## src/design/smcd_pkg.sv

```systemverilog
// ----------------------------------------------------------------------------
// Switch matrix change debouncer package
// Shared constants, lane control type and the chain byte-reversal function.
// ----------------------------------------------------------------------------
package smcd_pkg;

  // Number of switches on the chain (8..64)
  localparam int SWITCHES    = 64;
  localparam int FRAME_W     = 64;
  localparam int CHAIN_BYTES = (SWITCHES + 7) / 8;
  localparam int TIMER_W     = 4;

  localparam logic [TIMER_W-1:0] SETTLE_RESET = TIMER_W'(9);
  localparam logic [TIMER_W-1:0] TIMER_IDLE   = TIMER_W'(0);
  localparam logic [TIMER_W-1:0] TIMER_EXPIRE = TIMER_W'(1);

  // Bits that carry a real switch
  localparam logic [FRAME_W-1:0] SW_MASK =
    (SWITCHES >= FRAME_W) ? {FRAME_W{1'b1}}
                          : ((FRAME_W'(1) << SWITCHES) - FRAME_W'(1));

  // Per-lane control: step and settle are shared by all lanes, change is per switch
  typedef struct packed {
    logic               step;    // primed frame accepted this cycle
    logic               change;  // this switch differs from last frame
    logic [TIMER_W-1:0] settle;  // countdown start value
  } smcd_lane_ctrl_t;

  // Reverse byte order over the chain length and drop unused switch bits
  function automatic logic [FRAME_W-1:0] reverse_chain(input logic [FRAME_W-1:0] raw);
    logic [FRAME_W-1:0] r;
    r = '0;
    for (int k = 0; k < CHAIN_BYTES; k++) begin
      r[8*(CHAIN_BYTES-1-k) +: 8] = raw[8*k +: 8];
    end
    return r & SW_MASK;
  endfunction

endpackage

```

## src/design/smcd_lane.sv

```systemverilog
// ----------------------------------------------------------------------------
// Debounce lane
// One switch's settle countdown; flags the frame in which it expires.
// ----------------------------------------------------------------------------
module smcd_lane
  import smcd_pkg::*;
(
  input  logic            clk,
  input  logic            rst_n,
  input  smcd_lane_ctrl_t ctrl,
  output logic            fire
);

  logic [TIMER_W-1:0] timer_r;
  logic [TIMER_W-1:0] timer_nxt;

  // Expiry wins over cancellation; both leave the timer idle
  always_comb begin
    timer_nxt = timer_r;
    if (ctrl.step) begin
      if (timer_r == TIMER_EXPIRE) begin
        timer_nxt = TIMER_IDLE;
      end else if (ctrl.change) begin
        timer_nxt = (timer_r != TIMER_IDLE) ? TIMER_IDLE : ctrl.settle;
      end else if (timer_r > TIMER_EXPIRE) begin
        timer_nxt = timer_r - TIMER_W'(1);
      end
    end
  end

  assign fire = ctrl.step && (timer_r == TIMER_EXPIRE);

  always_ff @(posedge clk) begin
    if (!rst_n) begin
      timer_r <= TIMER_IDLE;
    end else begin
      timer_r <= timer_nxt;
    end
  end

endmodule

```

## src/design/smcd_merge.sv

```systemverilog
// ----------------------------------------------------------------------------
// Result merge stage
// Gathers the lane fire bits and the change mask into the output register.
// ----------------------------------------------------------------------------
module smcd_merge
  import smcd_pkg::*;
(
  input  logic               clk,
  input  logic               rst_n,
  input  logic               load,
  input  logic [FRAME_W-1:0] fire_vec,
  input  logic [FRAME_W-1:0] change_vec,
  output logic               out_valid,
  input  logic               out_stall,
  output logic [FRAME_W-1:0] out_fire_mask,
  output logic [FRAME_W-1:0] out_change_mask,
  output logic               busy
);

  logic               valid_r;
  logic               valid_nxt;
  logic [FRAME_W-1:0] fire_r;
  logic [FRAME_W-1:0] change_r;

  // Register holds a result that the receiver has not yet taken
  assign busy = valid_r && out_stall;

  always_comb begin
    valid_nxt = valid_r;
    if (load) begin
      valid_nxt = 1'b1;
    end else if (valid_r && !out_stall) begin
      valid_nxt = 1'b0;
    end
  end

  always_ff @(posedge clk) begin
    if (!rst_n) begin
      valid_r <= 1'b0;
    end else begin
      valid_r <= valid_nxt;
    end
  end

  // Payload, no reset needed
  always_ff @(posedge clk) begin
    if (load) begin
      fire_r   <= fire_vec & SW_MASK;
      change_r <= change_vec & SW_MASK;
    end
  end

  assign out_valid       = valid_r;
  assign out_fire_mask   = fire_r;
  assign out_change_mask = change_r;

endmodule

```

## src/design/switch_matrix_change_debouncer.sv

```systemverilog
// ----------------------------------------------------------------------------
// Switch matrix change debouncer
// Per-switch settle countdown over byte-reversed scan frames.
// ----------------------------------------------------------------------------
// Usage:
//   Input channel in_valid/in_stall carries one raw scan frame per request.
//   The frame is byte-reversed over the chain and compared with the last one.
//   Output channel out_valid/out_stall returns one request per frame:
//   out_fire_mask (countdowns expired) and out_change_mask (switches moved).
//   The result is registered: it is shown in the cycle after its frame is accepted.
//   Throughput is one frame per cycle while out_stall is low; every switch
//   has its own timer lane, so only the single output register sets the rate.
//   When the receiver stalls the output register holds its request and
//   in_stall rises, so at most one result is buffered.
//   cfg_wr_en/cfg_wr_data set the settle count; write it while idle.
//   Reset (rst_n low, synchronous) clears all timers, the stored sample and
//   the primed flag, and sets the settle count to 9. The first frame after
//   reset only primes the stored sample and returns both masks as zero.
// ----------------------------------------------------------------------------
module switch_matrix_change_debouncer
  import smcd_pkg::*;
(
  input  logic               clk,
  input  logic               rst_n,
  input  logic               in_valid,
  output logic               in_stall,
  input  logic [FRAME_W-1:0] in_raw_frame,
  output logic               out_valid,
  input  logic               out_stall,
  output logic [FRAME_W-1:0] out_fire_mask,
  output logic [FRAME_W-1:0] out_change_mask,
  input  logic               cfg_wr_en,
  input  logic [TIMER_W-1:0] cfg_wr_data
);

  logic [TIMER_W-1:0] settle_r;
  logic [FRAME_W-1:0] prev_sample_r;
  logic               primed_r;
  logic [FRAME_W-1:0] sample;
  logic [FRAME_W-1:0] change_vec;
  logic [FRAME_W-1:0] fire_vec;
  logic               in_accept;
  logic               busy;

  assign in_stall  = busy;
  assign in_accept = in_valid && !in_stall;

  // Frame alignment and change detection
  assign sample     = reverse_chain(in_raw_frame);
  assign change_vec = primed_r ? ((sample ^ prev_sample_r) & SW_MASK) : '0;

  // Configuration and frame history
  always_ff @(posedge clk) begin
    if (!rst_n) begin
      settle_r      <= SETTLE_RESET;
      prev_sample_r <= '0;
      primed_r      <= 1'b0;
    end else begin
      if (cfg_wr_en) begin
        settle_r <= cfg_wr_data;
      end
      if (in_accept) begin
        prev_sample_r <= sample;
        primed_r      <= 1'b1;
      end
    end
  end

  // One timer lane per switch
  for (genvar i = 0; i < FRAME_W; i++) begin : g_lane
    if (i < SWITCHES) begin : g_on
      smcd_lane_ctrl_t ctrl;
      assign ctrl.step   = in_accept && primed_r;
      assign ctrl.change = change_vec[i];
      assign ctrl.settle = settle_r;
      smcd_lane u_lane (
        .clk  (clk),
        .rst_n(rst_n),
        .ctrl (ctrl),
        .fire (fire_vec[i])
      );
    end else begin : g_off
      assign fire_vec[i] = 1'b0;
    end
  end

  // Output register
  smcd_merge u_merge (
    .clk            (clk),
    .rst_n          (rst_n),
    .load           (in_accept),
    .fire_vec       (fire_vec),
    .change_vec     (change_vec),
    .out_valid      (out_valid),
    .out_stall      (out_stall),
    .out_fire_mask  (out_fire_mask),
    .out_change_mask(out_change_mask),
    .busy           (busy)
  );

  // Priming frame gives an empty result
  a_prime_empty: assert property (@(posedge clk) disable iff (!rst_n)
    rst_n && in_accept && !primed_r |=>
      out_valid && (out_fire_mask == '0) && (out_change_mask == '0))
    else $error("priming frame produced a non-empty result");

  // Every accepted frame leaves a result in the output register
  a_accept_result: assert property (@(posedge clk) disable iff (!rst_n)
    rst_n && in_accept |=> out_valid)
    else $error("accepted frame lost");

  // No result bits beyond the switch count
  a_unused_bits: assert property (@(posedge clk) disable iff (!rst_n)
    out_valid |-> (((out_fire_mask | out_change_mask) & ~SW_MASK) == '0))
    else $error("result bit set above switch count");

  // A lane fires only on an accepted frame after priming, never on the priming frame
  a_fire_primed: assert property (@(posedge clk) disable iff (!rst_n)
    (fire_vec != '0) |-> (primed_r && in_accept))
    else $error("lane fired outside a primed frame");

endmodule
```

## config.mk

```make
export PLATFORM = sky130hd
export DESIGN_NAME = switch_matrix_change_debouncer
export DESIGN_NICKNAME = d
export VERILOG_FILES = /design/src/design/smcd_pkg.sv /design/src/design/smcd_lane.sv /design/src/design/smcd_merge.sv /design/src/design/switch_matrix_change_debouncer.sv
export SDC_FILE = /design/constraint.sdc
export NUM_CORES = 1
export LEC_CHECK = 0
export ABC_AREA = 1
export BUFFER_PORTS_ARGS = -buffer_cell sky130_fd_sc_hd__buf_2
export CORE_MARGIN = 2
export CORE_UTILIZATION = 35
export CTS_CLUSTER_SIZE = 8
export DETAILED_ROUTE_END_ITERATION = 8
export GPL_TIMING_DRIVEN = 0
export PLACE_DENSITY = 0.59
export SLEW_MARGIN = 20
export SYNTH_ARGS = -nofsm -noshare
export SYNTH_HDL_FRONTEND = slang
export SYNTH_HIERARCHICAL = 1
export SYNTH_SLANG_ARGS = --single-unit
export TNS_END_PERCENT = 30
```

## constraint.sdc

```tcl
create_clock -name clk -period 22.2 [get_ports clk]
set_input_delay 2.22 -clock clk [delete_from_list [all_inputs] [get_ports clk]]
set_output_delay 2.22 -clock clk [all_outputs]
set_load 0.05 [all_outputs]
```

==> flow_summary_export.csv <==
group,metric,value,unit
logic_synthesis,ys_seq_elements,454,
sta,setup_viol,0,
worst_setup_path,cp_data_arrival_time,2740,ps
clock_network,cts_tree,"yes",
worst_setup_path,cp_max_fo,3,
logic_synthesis,syn_nets,4300,
worst_setup_path,critical_path.endpoint,"in_stall",
worst_setup_path,rr_startpoint,"u_merge/out_valid$_SDFFE_PN0P_",
sta,maxSlewHeadroom,45.8,%
detailed_routing,num_vias,26700,
sta,worst_hold_slack,476,ps
logic_synthesis,synth_area_per_cell,7.29,um^2
clock_network,clkSinkCount,454,
detailed_routing,drt-total-wl,79.2,mm
flow_run,drv_cap,0,
power_and_ir_drop,ir_worst_vdd,0.0638,mV
floorplan,die_h,296,um
floorplan,rows,107,
worst_setup_path,path_class,"in -> out",
sta,setup_tns,0,ps
worst_setup_path,worstSetupStartpoint,"out_stall",
place,dp_hpwl,56.0,mm
clock_network,cts_buffers,67,
floorplan,dieArea,87700,um^2
clock_network,cts_max_level,3,
floorplan,start_util,35.2,%
clock_network,clk_pin_slew,50,ps
floorplan,core-area,84900,um^2
detailed_routing,ant_nets,0,
sta,rsz0062_at_grt,"false",
worst_setup_path,r2r_slack,19290,ps
logic_synthesis,synth_seq_area_share,34.7,%
sta,drv_slew,0,
worst_setup_path,cp_data_required_time,19980,ps
min_path,holdCritStartpoint,"g_lane[48].g_on.u_lane/timer_r[1]$_SDFFE_PN0P_",
place,port_buffers,202,
clock_network,clock_latency,610,ps
clock_network,cts-root-buf,"clkbuf_16",
detailed_routing,wire_per_inst,14.1,um
sta,period_minus_slack,4960,ps
floorplan,boundaryPins,203,
logic_synthesis,synth_cell_types,24,
finish,layout.nets,4594,
detailed_routing,drtIter0Drc,1769,
sta,worst_pin_slew,810,ps
global_routing,track_usage,17.9,%
worst_setup_path,crit_path_end_kind,"primary output",
finish,num-fill-cells,8736,
logic_synthesis,synthCells,4099,
global_routing,antenna_found_initial,17,
min_path,hold_path_class,"reg -> reg",
worst_setup_path,startpoint_type,"input port",
power_and_ir_drop,finalPower,2600,uW
sta,hold_viol,0,
sta,finalCritPeriodShare,22.3,%
power_and_ir_drop,p_leak,0.0156,uW
clock_network,postCtsSetupBuffers,0,
sta,fin_ws,17240,ps
finish,areaGrowthSynthToFinish,16.8,%
place,dp_slack,17240,ps
clock_network,ctsHoldBuffers,0,
power_and_ir_drop,cellPowerDensity,74.3,nW/um^2
global_routing,grt_max_degree,61,
detailed_routing,dr.pass1.iters,5,
global_routing,grt_remaining_overflow,0,
outcome,status,"complete, no violations",
sta,finClkSkew,24.2,ps
clock_network,cts_resized,0,
detailed_routing,viasPerCell,4.78,
clock_network,cts_buffer_depth,3,
global_routing,grt_pass1_wl,127,mm
worst_setup_path,rr_worst_depth,15,
worst_setup_path,r2r-end,"g_lane[33].g_on.u_lane/timer_r[1]$_SDFFE_PN0P_",
place,gp_congestion,0.851,
floorplan,chipWidth,296,um
logic_synthesis,ys_warn_count,6,
detailed_routing,drc,0,
logic_synthesis,syn-cell-area,29900,um^2
global_routing,grt_pass1_vias,24700,
finish,drive_above_1_share,20.5,%
sta,max_freq,202,MHz
-- flip-flops by register name, indices dropped and copies added (netlist names) --
name	count
u_merge/out_fire_mask	64
g_lane.g_on.u_lane/timer_r	256
prev_sample_r	64
settle_r	4
u_merge/out_valid	1
primed_r	1
u_merge/out_change_mask	64
-- cell families (layout without fill, tap and decap cells) --
group / Yosys count / count (layout) / share of synthesized area [%]
flops: 454 / 454 / 34.7
simple gates: 2382 / 2382 / 42.5
fa+ha+maj: 128 / 128 / 5.36
compound gates: 452 / 452 / 7.59
other cells: 0 / 5 / 0
xor+xnor: 64 / 64 / 1.88
buf+inv: 619 / 966 / 7.94
-- cells in the mapped netlist (all sizes together) --
master	n	share of area, %
a21boi	1	0.025
xnor2	64	1.9
edfxtp	128	13
o21ai	194	3.2
nand3b	64	1.6
nor2	838	14
nand2	838	13
buf	30	0.54
a21oi	257	4.3
nand3	642	15
clkbuf	6	0.075
ha	128	5.4
dfxtp	326	22
inv	583	7.3
-- layout by cell type (no fill, tap or decap), types with 3 or more instances in the layout --
master,count
a21oi_1,256
buf_1,3
buf_12,13
buf_16,10
buf_2,221
buf_4,6
clkbuf_1,52
clkbuf_16,70
dfxtp_1,322
dfxtp_4,4
diode_2,5
edfxtp_1,128
ha_1,128
inv_1,389
inv_2,194
nand2_1,710
nand2_2,64
nand2_4,64
nand3_1,514
nand3_2,64
nand3_4,64
nand3b_1,64
nor2_1,709
nor2_4,129
o21ai_1,192
xnor2_1,64
-- metal layers --
metal	vias up	global-route usage (%)	share of wire (%)
met1	12200	23.7	47
met4	24	5.41	2.5
li1	13900	-	-
met2	525	29.1	44
met5	-	0	0.19
met3	132	3.81	5.5
-- worst min-delay path by stage --
stage                                                           endpoint  slack (ps)  depth (start not counted)
final                     g_lane[48].g_on.u_lane/timer_r[1]$_SDFFE_PN0P_         480                          2
after global routing      g_lane[38].g_on.u_lane/timer_r[1]$_SDFFE_PN0P_         490                          2
after CTS                 g_lane[48].g_on.u_lane/timer_r[1]$_SDFFE_PN0P_         480                          2
after detailed placement  g_lane[48].g_on.u_lane/timer_r[1]$_SDFFE_PN0P_         470                          2
after global placement    g_lane[53].g_on.u_lane/timer_r[1]$_SDFFE_PN0P_         470                          2
after floorplan            g_lane[0].g_on.u_lane/timer_r[1]$_SDFFE_PN0P_         460                          2
-- metrics by stage --
stage                     utilization [%]  cell area (um^2)  instances
after floorplan                         -             29900       4099
after global placement               38.1             32300       5445
after detailed placement             38.8             32900       5468
after CTS                            41.1             34900       5590
after global routing                 41.1             34900       5591
final                                41.1             34900       5595
-- power breakdown --
group	leakage, uW	total [uW]	switching [uW]	internal, uW
sequential	0.00395	955	48.1	907
combinational	0.0107	652	421	231
clock	0.000954	987	397	591
total	0.0156	2600	866	1730
-- worst max-delay path, stage by stage --
cell,delay (ps)
buf_2,70
nand2_1,60
inv_1,110
buf_2,280
-- cell type report --
type	count	area, um^2	area share, %
multi-input cells	3026	17100	49.1
flip-flops and latches	454	10400	29.8
inverters	583	2190	6.27
clock buffers	117	1940	5.55
repair buffers	225	1550	4.45
well taps	1144	1430	4.10
plain buffers	36	194	0.556
clock inverters	5	58.8	0.168
diodes	5	12.5	0.0358
No activity file was read; power rests on OpenSTA's default activity.
